[config.mk]
export PLATFORM = sky130hd
export DESIGN_NAME = auto_range_normalizer_top
export DESIGN_NICKNAME = d
export VERILOG_FILES = /design/src/rtl/core/arn_pkg.sv /design/src/rtl/core/arn_range.sv /design/src/rtl/core/arn_div.sv /design/src/rtl/core/auto_range_normalizer_top.sv
export SDC_FILE = /design/constraint.sdc
export NUM_CORES = 1
export LEC_CHECK = 0
export BUFFER_PORTS_ARGS = -buffer_cell sky130_fd_sc_hd__buf_2
export CELL_PAD_IN_SITES_DETAIL_PLACEMENT = 0
export CELL_PAD_IN_SITES_GLOBAL_PLACEMENT = 2
export CORE_MARGIN = 2
export CORE_UTILIZATION = 40
export CTS_BUF_LIST = sky130_fd_sc_hd__clkbuf_4 sky130_fd_sc_hd__clkbuf_8
export CTS_CLUSTER_DIAMETER = 100
export DETAILED_ROUTE_END_ITERATION = 12
export PLACE_DENSITY = 0.82
export SLEW_MARGIN = 10
export SYNTH_ARGS = -nofsm -noshare
export SYNTH_HDL_FRONTEND = slang
export SYNTH_HIERARCHICAL = 1
export SYNTH_SLANG_ARGS = --single-unit
[constraint.sdc]
create_clock -name clk -period 8.32 [get_ports clk]
set_input_delay 0.416 -clock clk [delete_from_list [all_inputs] [get_ports clk]]
set_output_delay 0.416 -clock clk [all_outputs]
set_load 0.1 [all_outputs]
[src/rtl/core/arn_pkg.sv]
// arn_pkg: shared types and constants for the auto range normalizer
// no dependencies; imported by every module of the block
`timescale 1ns / 1ps
`default_nettype none

package arn_pkg;

  // default configuration
  localparam int SAMPLE_BITS_DEF  = 10;
  localparam int WINDOW_DEPTH_DEF = 8;

  // scaled output format
  localparam int                 SCALE_BITS = 14;
  localparam logic [SCALE_BITS-1:0] FULL_SCALE = 14'h3FFF;

  // dead zone is range / 128
  localparam int DEAD_SHIFT = 7;

  // input kind codes
  localparam logic KIND_SAMPLE = 1'b0;
  localparam logic KIND_CLEAR  = 1'b1;

  // control from the sequencer to the range tracker
  typedef struct packed {
    logic load;   // capture a sample and widen the range
    logic clear;  // restart calibration
  } range_ctl_t;

endpackage

`default_nettype wire

[src/rtl/core/arn_range.sv]
// arn_range: running min/max tracker with dead-zone clamp and dividend setup
// depends on arn_pkg
`timescale 1ns / 1ps
`default_nettype none

module arn_range #(
  parameter int SAMPLE_BITS = arn_pkg::SAMPLE_BITS_DEF
) (
  input  wire logic                                  clk,
  input  wire logic                                  rst_n,
  input  wire arn_pkg::range_ctl_t                   ctl,
  input  wire logic [SAMPLE_BITS-1:0]                sample,
  output logic                                       span_zero,
  output logic [SAMPLE_BITS-1:0]                     span,
  output logic [SAMPLE_BITS+arn_pkg::SCALE_BITS-1:0] dividend
);
  import arn_pkg::*;

  localparam int NUM_BITS = SAMPLE_BITS + SCALE_BITS;

  logic [SAMPLE_BITS-1:0] low_r, low_nxt;
  logic [SAMPLE_BITS-1:0] high_r, high_nxt;
  logic [SAMPLE_BITS-1:0] smp_r;
  logic [SAMPLE_BITS-1:0] dead;
  logic [SAMPLE_BITS-1:0] off_raw;
  logic [SAMPLE_BITS-1:0] off;

  always_comb begin
    low_nxt  = low_r;
    high_nxt = high_r;
    if (ctl.clear) begin
      low_nxt  = '1;
      high_nxt = '0;
    end else if (ctl.load) begin
      if (sample < low_r) low_nxt = sample;
      if (sample > high_r) high_nxt = sample;
    end
  end

  always_ff @(posedge clk) begin
    if (!rst_n) begin
      low_r  <= '1;
      high_r <= '0;
    end else begin
      low_r  <= low_nxt;
      high_r <= high_nxt;
    end
    if (ctl.load) smp_r <= sample;
  end

  // evaluated the cycle after load, from the widened range
  always_comb begin
    span      = high_r - low_r;
    span_zero = (span == '0);
    dead      = span >> DEAD_SHIFT;
    off_raw   = smp_r - low_r;
    off       = off_raw;
    if (off_raw < dead) off = '0;
    if (off > span - dead) off = span;
    // off * 16383 = (off << 14) - off
    dividend  = {off, {SCALE_BITS{1'b0}}} - NUM_BITS'(off);
  end

endmodule

`default_nettype wire

[src/rtl/core/arn_div.sv]
// arn_div: serial restoring divider, one quotient bit per cycle
// depends on arn_pkg; quotient must fit in SCALE_BITS bits
`timescale 1ns / 1ps
`default_nettype none

module arn_div #(
  parameter int SAMPLE_BITS = arn_pkg::SAMPLE_BITS_DEF
) (
  input  wire logic                                  clk,
  input  wire logic                                  rst_n,
  input  wire logic                                  start,
  input  wire logic [SAMPLE_BITS+arn_pkg::SCALE_BITS-1:0] dividend,
  input  wire logic [SAMPLE_BITS-1:0]                divisor,
  output logic                                       busy,
  output logic [arn_pkg::SCALE_BITS-1:0]             quotient
);
  import arn_pkg::*;

  localparam int CNT_BITS = $clog2(SCALE_BITS + 1);

  logic                    busy_r;
  logic [CNT_BITS-1:0]     cnt_r;
  logic [SAMPLE_BITS-1:0]  rem_r;
  logic [SAMPLE_BITS-1:0]  div_r;
  logic [SCALE_BITS-1:0]   lo_r;
  logic [SCALE_BITS-1:0]   q_r;
  logic [SAMPLE_BITS:0]    trial;
  logic                    fits;

  // partial remainder stays below the divisor, so trial < 2 * divisor
  assign trial = {rem_r, lo_r[SCALE_BITS-1]};
  assign fits  = (trial >= {1'b0, div_r});

  always_ff @(posedge clk) begin
    if (!rst_n) begin
      busy_r <= 1'b0;
      cnt_r  <= '0;
    end else if (start) begin
      busy_r <= 1'b1;
      cnt_r  <= CNT_BITS'(SCALE_BITS);
    end else if (busy_r) begin
      cnt_r <= cnt_r - 1'b1;
      if (cnt_r == CNT_BITS'(1)) busy_r <= 1'b0;
    end
    if (start) begin
      // upper part is already below the divisor since the quotient fits
      rem_r <= dividend[SAMPLE_BITS+SCALE_BITS-1:SCALE_BITS];
      lo_r  <= dividend[SCALE_BITS-1:0];
      div_r <= divisor;
      q_r   <= '0;
    end else if (busy_r) begin
      rem_r <= fits ? SAMPLE_BITS'(trial - {1'b0, div_r}) : trial[SAMPLE_BITS-1:0];
      lo_r  <= {lo_r[SCALE_BITS-2:0], 1'b0};
      q_r   <= {q_r[SCALE_BITS-2:0], fits};
    end
  end

  assign busy     = busy_r;
  assign quotient = q_r;

endmodule

`default_nettype wire

[src/rtl/core/auto_range_normalizer_top.sv]
// auto_range_normalizer_top: sequencer, stability tracking and stream ports
// depends on arn_pkg, arn_range, arn_div
`timescale 1ns / 1ps
`default_nettype none

// Normalizes raw pedal converter samples against a self-calibrating min/max
// range: the offset above the minimum is snapped to either end inside a
// range/128 dead zone, scaled as offset*16383/range and inverted; a zero range
// gives 16383. A sample transfer (tuser = 0) yields one result; a clear
// transfer (tuser = 1) restarts calibration and stability and yields none.
// The stable flag in the result's tuser goes high, and stays high until a
// clear, once the last WINDOW_DEPTH results since the clear are all equal.
// A sample passes through a setup state, the divide state, which waits for the
// divider to finish its 14 quotient bits, and a finish state; a zero range
// skips the divide state, and a clear is taken in the idle state alone.
// in_tready is low while a sample is in work, so a new sample cannot enter
// before the previous one is through; the output register lets the next
// sample enter while the previous result waits.
module auto_range_normalizer_top #(
  parameter int SAMPLE_BITS  = arn_pkg::SAMPLE_BITS_DEF,
  parameter int WINDOW_DEPTH = arn_pkg::WINDOW_DEPTH_DEF
) (
  input  wire logic                              clk,
  input  wire logic                              rst_n,
  input  wire logic                              in_tvalid,
  output logic                                   in_tready,
  input  wire logic [((SAMPLE_BITS+7)/8)*8-1:0]  in_tdata,  // [SAMPLE_BITS-1:0] sample
  input  wire logic                              in_tuser,  // [0] kind
  output logic                                   out_tvalid,
  input  wire logic                              out_tready,
  output logic [15:0]                            out_tdata, // [13:0] scaled_value
  output logic                                   out_tuser  // [0] stable
);
  import arn_pkg::*;

  localparam int RUN_BITS = $clog2(WINDOW_DEPTH + 1);

  typedef enum logic [1:0] {
    S_IDLE,
    S_PREP,
    S_DIV,
    S_DONE
  } state_t;

  state_t                  state_r;
  logic                    zero_r;
  logic [RUN_BITS-1:0]     run_r;
  logic                    stable_r;
  logic [SCALE_BITS-1:0]   prev_r;
  logic                    out_valid_r;
  logic [SCALE_BITS-1:0]   out_value_r;
  logic                    out_stable_r;

  range_ctl_t                      rctl;
  logic                            in_xfer;
  logic                            span_zero;
  logic [SAMPLE_BITS-1:0]          span;
  logic [SAMPLE_BITS+SCALE_BITS-1:0] dividend;
  logic                            div_start;
  logic                            div_busy;
  logic [SCALE_BITS-1:0]           quotient;
  logic                            out_free;
  logic [SCALE_BITS-1:0]           scaled;
  logic [RUN_BITS-1:0]             run_nxt;
  logic                            stable_nxt;

  assign in_tready  = (state_r == S_IDLE);
  assign in_xfer    = in_tvalid && in_tready;
  assign rctl.load  = in_xfer && (in_tuser == KIND_SAMPLE);
  assign rctl.clear = in_xfer && (in_tuser == KIND_CLEAR);
  assign div_start  = (state_r == S_PREP) && !span_zero;
  assign out_free   = !out_valid_r || out_tready;

  arn_range #(
    .SAMPLE_BITS(SAMPLE_BITS)
  ) u_range (
    .clk       (clk),
    .rst_n     (rst_n),
    .ctl       (rctl),
    .sample    (in_tdata[SAMPLE_BITS-1:0]),
    .span_zero (span_zero),
    .span      (span),
    .dividend  (dividend)
  );

  arn_div #(
    .SAMPLE_BITS(SAMPLE_BITS)
  ) u_div (
    .clk      (clk),
    .rst_n    (rst_n),
    .start    (div_start),
    .dividend (dividend),
    .divisor  (span),
    .busy     (div_busy),
    .quotient (quotient)
  );

  // window of equal values is tracked as a run length since the last clear
  always_comb begin
    scaled = zero_r ? FULL_SCALE : (FULL_SCALE - quotient);
    if (run_r == '0 || scaled != prev_r) begin
      run_nxt = RUN_BITS'(1);
    end else if (run_r == RUN_BITS'(WINDOW_DEPTH)) begin
      run_nxt = run_r;
    end else begin
      run_nxt = run_r + 1'b1;
    end
    stable_nxt = stable_r || (run_nxt == RUN_BITS'(WINDOW_DEPTH));
  end

  always_ff @(posedge clk) begin
    if (!rst_n) begin
      state_r     <= S_IDLE;
      run_r       <= '0;
      stable_r    <= 1'b0;
      out_valid_r <= 1'b0;
    end else begin
      // the finish state reloads the output register itself
      if (out_valid_r && out_tready && state_r != S_DONE) out_valid_r <= 1'b0;
      case (state_r)
        S_IDLE: begin
          if (rctl.clear) begin
            run_r    <= '0;
            stable_r <= 1'b0;
          end else if (rctl.load) begin
            state_r <= S_PREP;
          end
        end
        S_PREP: begin
          zero_r  <= span_zero;
          state_r <= span_zero ? S_DONE : S_DIV;
        end
        S_DIV: begin
          if (!div_busy) state_r <= S_DONE;
        end
        S_DONE: begin
          if (out_free) begin
            prev_r       <= scaled;
            run_r        <= run_nxt;
            stable_r     <= stable_nxt;
            out_value_r  <= scaled;
            out_stable_r <= stable_nxt;
            out_valid_r  <= 1'b1;
            state_r      <= S_IDLE;
          end
        end
        default: state_r <= S_IDLE;
      endcase
    end
  end

  assign out_tvalid = out_valid_r;
  assign out_tdata  = {2'b00, out_value_r};
  assign out_tuser  = out_stable_r;

endmodule

`default_nettype wire

; ---- Yosys cells after proc, flatten, opt, wreduce, memory -nomap -nowiden
; Index checks and enable logic that the tools add are counted.
[totals]
ff_bits = 107
inputBits = 21
output_inout_bits = 19
elab_cells = 99
[op_classes]
addsub = 8
n_lt_le_gt_ge = 5
n_eq_ne = 13
n_mux = 30
n_bitwise = 2
n_reduce_logical = 24
[op_table]
columns = cell, count
row1 = $mux W10, 5
row2 = $mux W14, 3
row3 = $sub A10 B10 Y10, 3
row4 = $mux W4, 6
row5 = $sub A24 B10 Y24, 1
row6 = $gt A10 B10 Y1, 2
row7 = $ne A14 B14 Y1, 1
row8 = $sub A14 B14 Y14 const A, 1
row9 = $ge A11 B10 Y1, 1
row10 = $logic_not A10 Y1, 1
row11 = $lt A10 B10 Y1, 1
row12 = $lt A10 B3 Y1, 1
row13 = $sub A10 B3 Y10, 1
row14 = $mux W1, 9
row15 = $eq A4 B4 Y1 const B, 2
row16 = $mux W2, 4
row17 = $ne A2 B2 Y1 const B, 4
row18 = $pmux W2 S4, 1
row19 = $pmux W4 S2, 1
row20 = $logic_and A1 B1 Y1, 6
row21 = $reduce_and A2 Y1, 3
row22 = $reduce_and A3 Y1, 2
row23 = $add A4 B1 Y4 const B, 1
row24 = $eq A2 B2 Y1 const B, 2
row25 = other kinds (13), 20

; ---- Logic depth before layout (Yosys ltp)
[depth]
depth_word = 9
depth_mapped = 31
mapped_depth_nobuf = 30

; ---- Modules after synthesis
; Netlist, hierarchy kept.
[modules_own_cells]
columns = module, instances, cells_each, area_per_inst_um2, seq_area_each_um2
row1 = arn_range, 1, 411, 3452.1, 700.7
row2 = arn_div, 1, 223, 2605.0, 1401.3
row3 = auto_range_normalizer_top, 1, 151, 1562.7, 640.6

; ---- Least setup slack after synthesis
; OpenSTA, ideal clock, no wires.
[synth_path]
kind = reg2reg
startpoint = reg u_range.low_r[0]
endpoint = reg u_div.rem_r[8] (data pin)
setup_ns = 0.261
arrival_time_ns = 6.009
required_time_ns = 8.059
slack_ns = 2.050
stages_incl_launch_ff = 28
path_buffers = 1
synth_period_minus_slack_ns = 6.270
path_cell_list = dfxtp_1 ha_1 inv_1 fa_1 a21oi_1 o22ai_1 o41ai_1 xnor2_1 inv_1 fa_1 a211oi_1 nand2_1 nor3_1 xnor2_1 ha_1 nand4_1 a211oi_1 a2111oi_0 nor2_1 clkbuf_1 mux2i_1 a21oi_1 inv_1 ha_1 nand2_1 nor3b_4 nor3_1 a221o_1
[synth_via]
elab_chain_cells = 7
elab_cells_between_ends = 12
cone_classes = 4 x add/sub / 2 x order compare / 3 x mux / 3 x reduce/logical
[synth_lines]
columns = element, line_no
row1 = "start, declared", arn_range.sv:21  ; logic [SAMPLE_BITS-1:0] low_r, low_nxt;
row2 = "start signal, assigned", arn_range.sv:45  ; low_r <= low_nxt;
row3 = $sub A10 B10 Y10 (*), arn_range.sv:53  ; span = high_r - low_r;
row4 = net span[8], auto_range_normalizer_top.sv:57  ; logic [SAMPLE_BITS-1:0] span;
row5 = $lt A10 B3 Y1, arn_range.sv:58  ; if (off_raw < dead) off = '0;
row6 = $mux W10, arn_range.sv:58
row7 = $gt A10 B10 Y1, arn_range.sv:59  ; if (off > span - dead) off = span;
row8 = $mux W10 (*), arn_range.sv:59
row9 = $sub A24 B10 Y24 (*), arn_range.sv:61  ; dividend = {off, {SCALE_BITS{1'b0}}} - NUM_BITS'(off);
row10 = net dividend[22], auto_range_normalizer_top.sv:58  ; logic [SAMPLE_BITS+SCALE_BITS-1:0] dividend;
row11 = $mux W10 (*), arn_div.sv:45  ; if (start) begin
row12 = "end signal, assigned", arn_div.sv:47  ; rem_r <= dividend[SAMPLE_BITS+SCALE_BITS-1:SCALE_BITS];
row13 = "end signal, assigned", arn_div.sv:52  ; rem_r <= fits ? SAMPLE_BITS'(trial - {1'b0, div_r}) : trial[SAMPLE_BITS-1:0];
row14 = "end, declared", arn_div.sv:23  ; logic [SAMPLE_BITS-1:0] rem_r;
; The timed path passes the listed nets; every way through them passes the cells marked *.
; A chain may end at the register's enable or synchronous reset.

; ---- Final worst setup path
; Same ends and word-level chain as after synthesis.

==> metrics.md <==
| Metric | Value |
|---|---|
| First-pass DRT Iterations | 4 |
| Initial antenna violation count | 0 |
| Max-Cap Viols | 0 |
| Cell Rows | 50 |
| Peak Freq | approximately 140 MHz |
| CTS Hold Buffers Added | 0 |
| Sink Count | roughly 110 |
| Combinational Power Share | 0.623 |
| PnR worst setup slack | 1.09 ns |
| Worst Setup Start Kind | register |
| Ratio of cells with drive above 1 in the final layout | 0.119 |
| Synth Area per Inst | 9.71 um^2 |
| Core area | roughly 19,000 um^2 |
| Least-Margin Pin Slew | roughly 0.84 ns |
| Place WS | 1.12 ns |
| Slowest stage delay, CP | 0.52 ns |
| Fin area | 8230 um^2 |
| Vias in the first global route | approximately 5,800 |
| Cell Area, Synth | 7620 um^2 |
| Hpwl dp | between 10,000 and 15,000 um |
| Top post-synthesis cells by area | edfxtp_1 (24%), dfxtp_1 (12%), ha_1 (12%) |
| H-tree Lvls | 3 |
| Die Wd | between 100 and 150 um |
| First DRT Iteration DRCs | around 320 |
| Post-Route Setup TNS | 0 ns |
| Sequential fraction of the synthesis area | 0.360 |
| # DRC | 0 |
| Required time worst endpoint | ~8.5 ns |
| First-pass GRT wire length | between 20,000 and 30,000 um |
| Root Driver | clkbuf_8 |
| P_sw | between 1 and 1.5 mW |
| Area grow syn2layout | 8.01% |
| Final hold violation count | 0 |
| Slowest CP cell | a2111oi_0 |
| Via density | ~5.6 |
| Resized cells post-CTS | 0 |
| Crit. End Element | register |
| Final Util | 0.440 |
| Peak supply drop | ~0.17 mV |
| ANT nets after route | 0 |
| Final worst-path cycle share | 0.869 |
| N_diodes | 0 |
| Die height | ~140 um |
| Worst EP arrival | 7.41 ns |
| Cell accounting for the most synthesized area | edfxtp_1 |
| Ys Warns | 6 |
| Largest net degree at the start of global routing | 70 |
| RSZ-0062 raised after global routing | no |
| Fin. max-slew vios | 0 |
| Post-CTS setup buffers | 0 |
| Worst skew pair latency | approximately 0.40 ns |
| Starting density of the core | 0.407 |
| Synth cell types | 89 |
| Post-synth top cells | ha_1 (71), inv_1 (67), nor2_1 (62) |
| Kind of critical path | reg2reg |
| Cell area after placement | between 8000 and 9000 um^2 |
| Number of synthesized flops with an enable pin | 60 |
| Clk buf depth | 2 |
| DR WL/cell | between 15 and 20 um |
| PD cells | about 380 nW/um^2 |
| Nets | 906 |
| Minimum clock period | approximately 7.2 ns |
| TritonCTS buffer count | 9 |
| GP Congestion | ~0.81 |
| Skew final | 0.0210 ns |
| Die ar. | 20,200 um^2 |
| FFs w/ async S/R, synth | 0 |
| Count of final setup violators | 0 |
| Mapped Cells | slightly below 800 |
| Max_slew headroom | 0.442 |
| CTS clk-pin slew, worst paths | 0.12 ns |
| Critical Path Fanout Max | 19 |
| Yosys reg bits | 107 |
| Outcome | complete, no violations |
| Most common cell in the netlist | ha_1 |
| Via count | roughly 5,800 |
| Power share of the clock group | 0.112 |
| Top Ports | 40 |
| Static Leakage | roughly 3.3 nW |
| Internal | between 1.5 and 2 mW |
| TritonCTS clock tree | done |
| Wirelength, routed | about 17,000 um |
| Number of fill cells | 1,833 |
| Switching share of power | 0.457 |
| Critical path buffer and inverter count | 4 |
| Primary FF master, synth | edfxtp_1 |
| Area share of the largest cell type after synthesis | 0.236 |
| CP delay by family, top | compound AO/OA/AOI/OAI gates |
| GRT Total Usage | 0.175 |
| Port-buffer cells | 31 |
| Grt ovf | 0 |
| Hold WC Path Type | in2reg |
| Reg power frac | 0.265 |
[layer usage]
metal  global-route usage  vias to the layer above  wire, um
met5                    0                        -         0
met4               0.0384                        0       185
met3               0.0350                       15       463
met2                0.288                       69      7990
met1                0.238                     2834      8510
li1                     -                     2912         -
[registers in the layout (all words and copies together), names as in the netlist]
signal / cells
out_value_r: 14
u_div/busy: 1
state_r: 2
u_range/high_r: 10
u_div/lo_r: 14
u_div/cnt_r: 4
u_div/div_r: 10
u_range/smp_r: 10
out_tvalid: 1
run_r: 4
zero_r: 1
stable_r: 1
out_tuser: 1
u_div/rem_r: 10
u_range/low_r: 10
u_div/quotient: 14
[cell families after synthesis]
kind of cell / Yosys count / share of synthesized area
multiplexers: 55 / 0.0754
AO/OA/AOI/OAI: 184 / 0.173
XOR/XNOR: 43 / 0.0494
other: 1 / 0.000492
buffers and inverters: 92 / 0.0491
AND/OR/NAND/NOR: 228 / 0.166
flip-flops: 107 / 0.360
adder cells (fa/ha/maj): 75 / 0.127
[power by group through the flow]
stage | clock, mW | sequential [mW] | combinational [mW]
after global placement | 0 | 0.838 | 1.89
after floorplan | 0 | 0.822 | 1.54
after global routing | 0.380 | 0.847 | 2.17
after detailed placement | 0 | 0.845 | 1.94
final | 0.350 | 0.831 | 1.95
after CTS | 0.363 | 0.833 | 1.95
[placed cells by master (no fill, tap or decap), drive strengths merged, types with 15 or more instances in the layout]
master,count
ha,71
inv,72
nor3,26
a21oi,41
nand2b,27
nor2,62
edfxtp,60
o21ai,37
xor2,15
mux2i,36
xnor2,28
nand2,31
dfxtp,47
buf,38
mux2,19
[stage by stage]
| step | total power [mW] | instances | hold WS, ns |
|---|---|---|---|
| 2_1_floorplan | 2.36 | 786 | 0.479 |
| 3_3_place_gp | 2.72 | 1033 | 0.507 |
| 3_5_place_dp | 2.79 | 1033 | 0.516 |
| 4_1_cts | 3.15 | 1049 | 0.235 |
| 5_1_grt | 3.40 | 1049 | 0.245 |
| 6_report | 3.13 | 1049 | 0.262 |
[final timing paths]
check / start / endpoint / slack [ns] / cells past startpoint
min: in_tdata[0] / u_range/smp_r[0] / 0.26 / 1
max reg2reg: u_range/low_r[0] / u_div/rem_r[8] / 1.09 / 27
min reg2reg: run_r[1] / run_r[1] / 0.53 / 2
max: u_range/low_r[0] / u_div/rem_r[8] / 1.09 / 27
[final cells by class]
type	count	area (um^2)	area share
Clock inverter	7	90.1	0.0109
Multi-Input combinational cell	587	4520	0.549
Timing Repair Buffer	38	208	0.0252
Inverter	67	251	0.0306
Sequential cell	107	2740	0.333
Clock buffer	9	124	0.0151
Tap cell	234	293	0.0356
No activity file was read; power rests on OpenSTA's default activity.
